==> src/rtl/ets_pkg.sv <==
// Shared constants, types and rank function of the escape target selector.
`default_nettype none
package ets_pkg;

   localparam int MAX_CANDIDATES = 64;
   localparam int COORD_BITS     = 24;
   localparam int ID_BITS        = 16;
   localparam int SCORE_BITS     = 32;
   localparam int TOL_BITS       = 23;
   localparam int IDX_BITS       = $clog2(MAX_CANDIDATES);
   localparam int COUNT_BITS     = $clog2(MAX_CANDIDATES + 1);
   localparam int DIFF_BITS      = COORD_BITS + 1;
   localparam int SQ_BITS        = 2 * TOL_BITS;
   localparam int SUM_BITS       = SQ_BITS + 1;

   typedef logic [1:0] op_type;
   localparam op_type OP_START  = 2'd0;
   localparam op_type OP_CAND   = 2'd1;
   localparam op_type OP_FINISH = 2'd2;

   typedef logic [1:0] reason_type;
   localparam reason_type REASON_OWNER    = 2'd0;
   localparam reason_type REASON_ENTRY    = 2'd1;
   localparam reason_type REASON_AT_ENTRY = 2'd2;

   localparam logic PLAN_RETREAT   = 1'b0;
   localparam logic PLAN_EXHAUSTED = 1'b1;

   localparam logic [TOL_BITS-1:0]   TOL_RESET  = TOL_BITS'(2048);
   localparam logic [SCORE_BITS-1:0] SCORE_FLIP = {1'b1, {(SCORE_BITS-1){1'b0}}};

   typedef struct packed {
      logic                         start;
      logic signed [COORD_BITS-1:0] px;
      logic signed [COORD_BITS-1:0] py;
   } dist_req_type;

   typedef struct packed {
      logic done;
      logic far;
   } dist_rsp_type;

   function automatic logic ranks_above(input logic [SCORE_BITS-1:0] ka,
                                        input logic [ID_BITS-1:0]    ia,
                                        input logic [SCORE_BITS-1:0] kb,
                                        input logic [ID_BITS-1:0]    ib);
      if (ka != kb) begin
         return ka > kb;
      end
      return ia < ib;
   endfunction

endpackage
`default_nettype wire

==> src/rtl/ets_near_store.sv <==
// Near-candidate store: rank key and id per entry, registered read.
`default_nettype none
module ets_near_store
   import ets_pkg::*;
(
   input  wire logic                  clock,
   input  wire logic                  wr_en,
   input  wire logic [IDX_BITS-1:0]   wr_addr,
   input  wire logic [SCORE_BITS-1:0] wr_key,
   input  wire logic [ID_BITS-1:0]    wr_id,
   input  wire logic                  rd_en,
   input  wire logic [IDX_BITS-1:0]   rd_addr,
   output logic [SCORE_BITS-1:0]      rd_key,
   output logic [ID_BITS-1:0]         rd_id
);

   logic [SCORE_BITS+ID_BITS-1:0] mem [MAX_CANDIDATES];

   always_ff @(posedge clock) begin
      if (wr_en) begin
         mem[wr_addr] <= {wr_key, wr_id};
      end
   end

   always_ff @(posedge clock) begin
      if (rd_en) begin
         {rd_key, rd_id} <= mem[rd_addr];
      end
   end

endmodule
`default_nettype wire

==> config.mk <==
export PLATFORM = sky130hd
export DESIGN_NAME = ets_near_store
export DESIGN_NICKNAME = d
export VERILOG_FILES = /design/src/rtl/ets_pkg.sv /design/src/rtl/ets_near_store.sv
export SDC_FILE = /design/constraint.sdc
export NUM_CORES = 2
export LEC_CHECK = 0
export BUFFER_PORTS_ARGS = -buffer_cell sky130_fd_sc_hd__buf_4
export CAP_MARGIN = 20
export CORE_ASPECT_RATIO = 1.25
export CORE_UTILIZATION = 30
export CTS_CLUSTER_DIAMETER = 50
export DETAILED_ROUTE_END_ITERATION = 7
export GPL_ROUTABILITY_DRIVEN = 0
export MAX_ROUTING_LAYER = met4
export PLACE_DENSITY = 0.52
export RECOVER_POWER = 100
export REMOVE_ABC_BUFFERS = 1
export SETUP_SLACK_MARGIN = 0.2
export SYNTH_ARGS = -nofsm -noshare
export SYNTH_HDL_FRONTEND = slang
export SYNTH_SLANG_ARGS = --single-unit
==> constraint.sdc <==
create_clock -name clock -period 9.2 [get_ports clock]
set_input_delay 0.92 -clock clock [delete_from_list [all_inputs] [get_ports clock]]
set_output_delay 0.92 -clock clock [all_outputs]
set_load 0.1 [all_outputs]
==> flow_summary.toml <==
[route]
dr.pass1.iters = 5
postRouteAntennaNets = 0
wl_mm = 337
drc = 0
drtIter0Drc = 5535
num_vias = 55500
vias_per_cell = 5.20
wl_per_cell_um = 31.6

[logic_synthesis]
synthMuxAreaShare_pct = 15.1
yosysUniqueCellTypes = 35
synth_fa_ha_area_share_pct = 0
synth-main-ff-cell = "edfxtp_1"
synth_edf_count = 3120
syn_avg_cell_area_sq_um = 23.7
ys_seq_area_share_pct = 79.7
synth_top_family_by_area = "multiplexers"
synth_largest_area_cell = "edfxtp_1"
ys_async_sr_fraction_pct = 0
synth_area_sq_um = 118000
netlist_top_cells_area = "edfxtp_1 80%, mux4_2 14%, o22ai_1 0.65%"
yosysTopAreaCellShare_pct = 79.7
yosysWarnings = 0
ys_ff_latch = 3120
synth_cells = 4970
synth_compound_area_share_pct = 3.01
post_synth_and_or_nand_nor_area_fraction_pct = 0.953
synth_xor_area_share_pct = 0

[global_routing]
grt_pass1_wl_mm = 467
antenna_found_initial = 21
grtUsageTotal_pct = 17.4
overflow = 0
grt_pass1_vias = 57900
grt_max_degree = 126

[floorplan]
ios = 111
initial_core_util_pct = 30.2
die_h_um = 702
coreArea_sq_um = 389000
die_area_sq_um = 395000
die-width_um = 562
rows = 256

[setup_path]
crit_fanout = 36
start_kind = "primary input"
path_class = "in2reg"
cp-end-kind = "flip-flop"
worstPathRequired_ns = 9.56
arrival_ns = 6.81

[timing]
clock-skew-final_ns = 0.0339
fin_crit_sh_pct = 70.1
rsz0062_at_grt = "no"
tightestPinTransition_ns = 4.06
fin_setup_tns_ns = 0
period_needed_ns = 6.45
timing.final.setup_violations = 0
max_slew_margin_pct = -171
timing.fmax_ghz = 0.155
hold_viol = 0
slew_viol_final = 6154

[place]
io_buffers = 110
dp_cells = 10100
dp_hpwl_mm = 185

[clock_tree]
cts.clk_slew.worst_paths_ns = 0.06
cts.sinks = 3120
cts-resized-gates = 0
htreeDepth = 5
numCtsBuffers = 299
clock_path_buffers = 4
cts_setup_buffers = 0
clk_latency_ns = 0.88
postCtsHoldBufs = 0
cts_tree = "yes"
cts_root_buf = "clkbuf_16"

[outcome]
violations = "max-capacitance violations, max-slew violations"
status = "finished with violations"

[pwr]
p_per_area_nw_per_um2 = 220
vdd_drop_max_mv = 0.133
power_leakage_nw = 40.0

[final_layout]
drive_gt1_share_pct = 24.1
area_growth_syn_to_layout_pct = 13.8
nFillCells = 36200
finalNetCount = 5336
final_cells = 10700

[hold_path]
hold_path_class = "in2reg"

[flow_run]
maxCapViolations = 168
## worst max-delay path, stage by stage
cell and delay, ns:
clkbuf_1 0.48, nand3_1 0.59, nor2_1 1.78, clkbuf_1 2.92
## worst paths after layout
| path | startpoint | to | slack (ns) | depth (start not counted) |
|---|---|---|---|---|
| setup / recovery | wr_en | mem[61][45] | 2.75 | 4 |
| hold / removal | rd_addr[4] | rd_key[16] | 0.89 | 3 |
| setup reg to reg | mem[35][37] | rd_key[21] | 6.92 | 5 |
| hold reg to reg | mem[42][23] | rd_key[7] | 0.92 | 5 |
## Yosys cell counts, drive strengths merged, types with 7 or more instances
master,number
a21oi,74
a22oi,72
buf,183
nor2,132
mux2,12
nand3,7
mux2i,63
o221ai,28
a22o,57
nand2,55
mux4,754
a311oi,11
nor2b,24
edfxtp,3120
a221oi,83
a211oi,32
nand2b,10
o22ai,122
clkbuf,99
## cells in the final DEF (no fill, tap or decap), types with 32 or more instances in the layout
cell type	instances
clkinv_1	53
clkinv_2	47
a211oi_1	32
mux2i_1	63
a22o_1	57
edfxtp_1	3120
nor2_4	40
a21oi_1	74
nand2_1	53
a22oi_1	72
nor2_1	91
clkbuf_16	303
o22ai_1	122
clkbuf_1	251
mux4_2	754
a221oi_1	83
buf_4	66
## sequential cells by signal (all words and copies together), names as in the netlist
name    flops
rd_key     32
mem      3072
rd_id      16
## through the flow
stage,setup slack (ns),total power [mW],area (sq um),util [%],hold WS [ns]
CTS,5.65,29.7,135000,34.6,0.467
global route,2.75,30.2,134000,34.4,0.876
finish,2.75,29.4,134000,34.4,0.894
global placement,4.65,17.6,125000,32.2,0.920
detailed placement,4.67,17.7,125000,32.2,0.904
floorplan,4.15,16.8,116000,-,0.787
## metal layers
metal | up-vias | share of wire, % | routed length (um) | GRT usage (%)
li1 | 22100 | - | - | -
met1 | 31100 | 40 | 133000 | 21.4
met2 | 1817 | 52 | 175000 | 29.8
met3 | 469 | 5.7 | 19000 | 2.51
met4 | 0 | 2.9 | 9900 | 5.04
met5 | - | 0 | 0 | -
## where the power goes
part / leakage [nW] / internal [mW] / switching, mW
clock network: 4.53 / 6.74 / 5.35
registers: 28.1 / 15.8 / 0.0491
logic: 7.32 / 0.474 / 1.01
total: 40.0 / 23.0 / 6.41
## layout make-up
class	count	area (sq um)	area share, %
Clock buffer	351	7760	5.80
Timing Repair Buffer	284	1550	1.16
Tap cell	5160	6460	4.82
Clock inverter	163	1570	1.17
Sequential cell	3120	93700	70.0
Antenna cell	15	37.5	0.0280
Multi-Input combinational cell	1568	22800	17.0
## kinds of logic after synthesis
| logic type | Yosys count |
|---|---|
| muxes | 829 |
| DFF | 3120 |
| AOI/OAI and AO/OA | 486 |
| and+or+nand+nor | 253 |
| buffers and inverters | 282 |
Power figures use the tool's default switching activity.
