$ cat config.mk
export PLATFORM = sky130hd
export DESIGN_NAME = ets_dist_unit
export DESIGN_NICKNAME = d
export VERILOG_FILES = /design/src/rtl/ets_pkg.sv /design/src/rtl/ets_dist_unit.sv
export SDC_FILE = /design/constraint.sdc
export NUM_CORES = 2
export LEC_CHECK = 0
export BUFFER_PORTS_ARGS = -buffer_cell sky130_fd_sc_hd__buf_4
export CAP_MARGIN = 20
export CORE_AREA = 2 2 213 215
export DETAILED_ROUTE_END_ITERATION = 8
export DIE_AREA = 0 0 215 217
export PLACE_DENSITY = 0.86
export SYNTH_ARGS = -nofsm -noshare
export SYNTH_HDL_FRONTEND = slang
export SYNTH_SLANG_ARGS = --single-unit
export TNS_END_PERCENT = 5
$ cat constraint.sdc
create_clock -name clock -period 19.6 [get_ports clock]
set_clock_uncertainty 0.1 [all_clocks]
set_input_delay 0.98 -clock clock [delete_from_list [all_inputs] [get_ports clock]]
set_output_delay 0.98 -clock clock [all_outputs]
set_load 0.005 [all_outputs]
$ cat src/rtl/ets_pkg.sv
// Shared constants, types and rank function of the escape target selector.
`default_nettype none
package ets_pkg;

   localparam int MAX_CANDIDATES = 64;
   localparam int COORD_BITS     = 24;
   localparam int ID_BITS        = 16;
   localparam int SCORE_BITS     = 32;
   localparam int TOL_BITS       = 23;
   localparam int IDX_BITS       = $clog2(MAX_CANDIDATES);
   localparam int COUNT_BITS     = $clog2(MAX_CANDIDATES + 1);
   localparam int DIFF_BITS      = COORD_BITS + 1;
   localparam int SQ_BITS        = 2 * TOL_BITS;
   localparam int SUM_BITS       = SQ_BITS + 1;

   typedef logic [1:0] op_type;
   localparam op_type OP_START  = 2'd0;
   localparam op_type OP_CAND   = 2'd1;
   localparam op_type OP_FINISH = 2'd2;

   typedef logic [1:0] reason_type;
   localparam reason_type REASON_OWNER    = 2'd0;
   localparam reason_type REASON_ENTRY    = 2'd1;
   localparam reason_type REASON_AT_ENTRY = 2'd2;

   localparam logic PLAN_RETREAT   = 1'b0;
   localparam logic PLAN_EXHAUSTED = 1'b1;

   localparam logic [TOL_BITS-1:0]   TOL_RESET  = TOL_BITS'(2048);
   localparam logic [SCORE_BITS-1:0] SCORE_FLIP = {1'b1, {(SCORE_BITS-1){1'b0}}};

   typedef struct packed {
      logic                         start;
      logic signed [COORD_BITS-1:0] px;
      logic signed [COORD_BITS-1:0] py;
   } dist_req_type;

   typedef struct packed {
      logic done;
      logic far;
   } dist_rsp_type;

   function automatic logic ranks_above(input logic [SCORE_BITS-1:0] ka,
                                        input logic [ID_BITS-1:0]    ia,
                                        input logic [SCORE_BITS-1:0] kb,
                                        input logic [ID_BITS-1:0]    ib);
      if (ka != kb) begin
         return ka > kb;
      end
      return ia < ib;
   endfunction

endpackage
`default_nettype wire

$ cat src/rtl/ets_dist_unit.sv
// Squared-distance test against the tolerance on one shared multiplier.
`default_nettype none
module ets_dist_unit
   import ets_pkg::*;
(
   input  wire logic                         clock,
   input  wire logic                         reset,
   input  wire dist_req_type                 dist_req,
   input  wire logic signed [COORD_BITS-1:0] robot_x,
   input  wire logic signed [COORD_BITS-1:0] robot_y,
   input  wire logic [TOL_BITS-1:0]          tol,
   output dist_rsp_type                      dist_rsp
);

   typedef enum logic [5:0] {
      DS_IDLE = 6'b000001,
      DS_CHK  = 6'b000010,
      DS_SQX  = 6'b000100,
      DS_SQY  = 6'b001000,
      DS_SQT  = 6'b010000,
      DS_CMP  = 6'b100000
   } dstate_type;

   dstate_type                 state_ff, state_in;
   logic [DIFF_BITS-1:0]       dx_ff, dx_in, dy_ff, dy_in;
   logic [SQ_BITS-1:0]         prod_ff, prod_in;
   logic [SUM_BITS-1:0]        sum_ff, sum_in;
   logic                       done_ff, done_in, far_ff, far_in;

   logic signed [DIFF_BITS-1:0] diff_x, diff_y;
   logic [TOL_BITS-1:0]         mul_a, mul_b;
   logic [SQ_BITS-1:0]          product;

   assign diff_x  = DIFF_BITS'(dist_req.px) - DIFF_BITS'(robot_x);
   assign diff_y  = DIFF_BITS'(dist_req.py) - DIFF_BITS'(robot_y);
   assign product = SQ_BITS'(mul_a) * SQ_BITS'(mul_b);

   always_comb begin
      mul_a    = '0;
      mul_b    = '0;
      state_in = state_ff;
      dx_in    = dx_ff;
      dy_in    = dy_ff;
      prod_in  = prod_ff;
      sum_in   = sum_ff;
      done_in  = 1'b0;
      far_in   = far_ff;
      unique case (state_ff)
         DS_IDLE: begin
            if (dist_req.start) begin
               dx_in    = diff_x[DIFF_BITS-1] ? DIFF_BITS'(-diff_x) : DIFF_BITS'(diff_x);
               dy_in    = diff_y[DIFF_BITS-1] ? DIFF_BITS'(-diff_y) : DIFF_BITS'(diff_y);
               state_in = DS_CHK;
            end
         end
         DS_CHK: begin
            if (dx_ff > DIFF_BITS'(tol) || dy_ff > DIFF_BITS'(tol)) begin
               done_in  = 1'b1;
               far_in   = 1'b1;
               state_in = DS_IDLE;
            end else begin
               state_in = DS_SQX;
            end
         end
         DS_SQX: begin
            mul_a    = dx_ff[TOL_BITS-1:0];
            mul_b    = dx_ff[TOL_BITS-1:0];
            prod_in  = product;
            state_in = DS_SQY;
         end
         DS_SQY: begin
            mul_a    = dy_ff[TOL_BITS-1:0];
            mul_b    = dy_ff[TOL_BITS-1:0];
            prod_in  = product;
            sum_in   = SUM_BITS'(prod_ff);
            state_in = DS_SQT;
         end
         DS_SQT: begin
            mul_a    = tol;
            mul_b    = tol;
            prod_in  = product;
            sum_in   = sum_ff + SUM_BITS'(prod_ff);
            state_in = DS_CMP;
         end
         DS_CMP: begin
            done_in  = 1'b1;
            far_in   = sum_ff > SUM_BITS'(prod_ff);
            state_in = DS_IDLE;
         end
         default: state_in = DS_IDLE;
      endcase
   end

   always_ff @(posedge clock) begin
      if (reset) begin
         state_ff <= DS_IDLE;
         done_ff  <= 1'b0;
      end else begin
         state_ff <= state_in;
         done_ff  <= done_in;
      end
      dx_ff   <= dx_in;
      dy_ff   <= dy_in;
      prod_ff <= prod_in;
      sum_ff  <= sum_in;
      far_ff  <= far_in;
   end

   assign dist_rsp.done = done_ff;
   assign dist_rsp.far  = far_ff;

endmodule
`default_nettype wire

==> impl_metrics.tcl <==
set metrics [dict create \
    p_seq_share_pct 41.4 \
    crit_type "register to register" \
    yosys_register_bits 150 \
    hold_buffers 0 \
    slew_viol_final 0 \
    die_area_sq_um 46660 \
    p_int_w 0.0006515 \
    synth_ff_type "edfxtp_1" \
    dp_hpwl_mm 59.37 \
    cp_max_fo 24 \
    tightest_slew_ns 1.103 \
    cts_max_path_buffers 2 \
    initialDrtViolationCount 2255 \
    worst_path_largest_cell_delay_ns 0.78 \
    via_count 23120 \
    fin_crit_sh_pct 55.21 \
    cts_tree "done" \
    max_freq_mhz 92.41 \
    netlist_area_sq_um 28590 \
    yosys_warnings 0 \
    die_h_um 217 \
    crit_path_start_kind "register" \
    hp-class "register to register" \
    fin_nets 4175 \
    finalSetupViolations 0 \
    critPathArrivalTime_ns 10.93 \
    register_area_sq_um 4434 \
    synthCells 3247 \
    dr.pass1.iters 9 \
    cp.required_ns 19.71 \
    p_clk_share_pct 34.3 \
    pre_cts_ws_ns 9.078 \
    status "finished, final reports clean" \
    wire_per_inst_um 18.35 \
    drt-vias-per-instance 5.891 \
    leakage_nw 15.66 \
    power_switching_w 0.0003061 \
    insertion_delay_ns 0.47 \
    cp-end-kind "register" \
    ys_types 84 \
    cts_resized 0 \
    fillers 3481 \
    p_comb_share_pct 24.3 \
    ant_nets 0 \
    cts_setup_buffers 0 \
    drive_gt1_share_pct 6.199 \
    cts_buffers 17 \
    cts_max_level 4 \
    drc_errors 0 \
    die_width_um 215 \
    p_per_area_nw_per_um2 31.27 \
    hold_viol_final 0 \
    grt_usage_pct 31.54 \
    fin_tns_setup_ns 0 \
    cts_root_buf "clkbuf_16" \
    rsz0062_at_grt "false" \
    path_clk_slew_ns 0.08 \
    multi_input_area_sq_um 21240 \
    synth_edf_count 143 \
    worst_slack_ns 8.779 \
    clock_sinks 150 \
    ys_seq_area_share_pct 15.51 \
    whs_ns 0.4940 \
    ioPinCount 124 \
    avgSynthCellArea_sq_um 8.806 \
    irDropWorstVdd_v 0.00005324 \
    final_cells 3924 \
    antenna_found_initial 1 \
    numPortBuffers 123 \
    coreArea_sq_um 44700 \
    placedCellCount 3891 \
    grt_pass1_vias 23780 \
    cap_viol_max_count 0 \
    path_common_cell "fa_1" \
    row_count 78 \
    grt_first_pass_wirelength_mm 117.3 \
    synth_nets 4112 \
    place.gp.congestion 1.005 \
    finalCriticalPeriod_ns 10.82 \
    ys_async_sr_fraction_pct 0 \
    grt_max_degree 84 \
    drt_wl_total_mm 71.99 \
    slowest_stage "and3b_1" \
    relSlewSlack_pct 26.47 \
    syn2layout_area_growth_pct 7.128 \
    p_sw_share_pct 31.97 \
    start_util_pct 63.97 \
    overflow 0 \
]
[critical path: cells and delay by family, from the launching register on]
family,cells,cell delay [ns]
AO/OA/AOI/OAI,7,2.38
XOR/XNOR,1,0.08
adder cells (fa/ha/maj),8,3.75
buffers and inverters,6,1.15
flip-flops,1,0.38
AND/OR/NAND/NOR,6,2.70
[path summary, 6_finish.rpt]
path / start / endpoint / slack, ns / cells after the start
worst min-delay path: prod_ff[23] / sum_ff[23] / 0.49 / 2
worst min register to register: prod_ff[23] / sum_ff[23] / 0.49 / 2
worst max register to register: state_ff[1] / prod_ff[41] / 8.78 / 28
worst max-delay path: state_ff[1] / prod_ff[41] / 8.78 / 28
[per-stage QoR]
| stage | utilization [%] | instance area (sq um) | total power (W) |
|---|---|---|---|
| final | 68.53 | 30630 | 0.0009577 |
| after detailed placement | 67.23 | 30050 | 0.0006298 |
| after global placement | 67.23 | 30050 | 0.0006249 |
| after CTS | 68.52 | 30630 | 0.0009566 |
| after floorplan | - | 28590 | 0.0005593 |
| after global routing | 68.52 | 30630 | 0.0009982 |
[cells in the mapped netlist, types with 15 or more instances]
cell type / instances / area [sq um]
inv_1: 678 / 2545
fa_1: 390 / 7807
ha_1: 353 / 4417
nand2_1: 287 / 1077
nor2_1: 271 / 1017
a21oi_1: 162 / 810.8
edfxtp_1: 143 / 4294
o21ai_0: 125 / 625.6
xnor2_1: 122 / 1069
clkbuf_1: 88 / 330.3
a21o_1: 77 / 578.1
xor2_1: 47 / 411.6
nand3_1: 39 / 195.2
nor3_1: 38 / 190.2
nor2b_1: 36 / 225.2
nand4_1: 31 / 193.9
o21bai_1: 24 / 180.2
a22oi_1: 23 / 172.7
nand2b_1: 23 / 143.9
and2_1: 20 / 125.1
a211oi_1: 18 / 135.1
nor4_1: 18 / 112.6
a31oi_1: 15 / 93.84
[layer usage]
layer | part of all wire (%) | vias up | GRT usage, %
li1 | - | 10660 | -
met1 | 38 | 10980 | 38.63
met2 | 48 | 1191 | 54.47
met3 | 8.7 | 285 | 5.465
met4 | 5.5 | 0 | 15.06
met5 | 0 | - | 0
[flip-flops by register name (all words and copies together), names as in the netlist]
signal	count
prod_ff	45
done_ff	1
dy_ff	25
far_ff	1
state_ff	6
dx_ff	25
sum_ff	47
[placed cells by master, fill, tap and decap left out, types with 15 or more instances in the layout]
master / n
xor2_1: 47
nand2_1: 286
a31oi_1: 15
xnor2_1: 122
and2_1: 20
fa_1: 390
nand3_1: 39
nand2b_1: 23
o21ai_0: 125
clkbuf_16: 17
buf_4: 140
a211oi_1: 18
a21oi_1: 162
nor3_1: 37
a22oi_1: 23
inv_1: 678
nor4_1: 18
nor2b_1: 36
a21o_1: 77
nand4_1: 31
edfxtp_1: 143
nor2_1: 271
o21bai_1: 24
ha_1: 353
[power groups by stage]
stage | registers [W] | clock network (W) | logic, W
global placement | 0.000403 | 0 | 0.000222
CTS | 0.000395 | 0.000332 | 0.000230
finish | 0.000396 | 0.000329 | 0.000233
floorplan | 0.000393 | 0 | 0.000167
detailed placement | 0.000402 | 0 | 0.000228
global route | 0.000396 | 0.000344 | 0.000258
[logic make-up (layout without fill, tap and decap cells)]
family / after synthesis / in the layout / synth area share, %
simple gates: 839 / 839 / 13.47
buf+inv: 781 / 857 / 10.29
fa+ha+maj: 743 / 743 / 42.75
compound gates: 560 / 560 / 12.62
xor+xnor: 169 / 169 / 5.177
flops: 150 / 150 / 15.51
mux: 5 / 5 / 0.1838
other cells: 0 / 1 / 0
[layout make-up]
type	count	area share, %
multi-input combinational	2316	69.35
sequential	150	14.48
inverter	685	8.394
timing repair buffer	140	3.431
tap	600	2.451
clock buffer	17	1.389
clock inverter	15	0.4983
antenna	1	0.008170
Note: power is estimated with default switching activity, not from simulation.
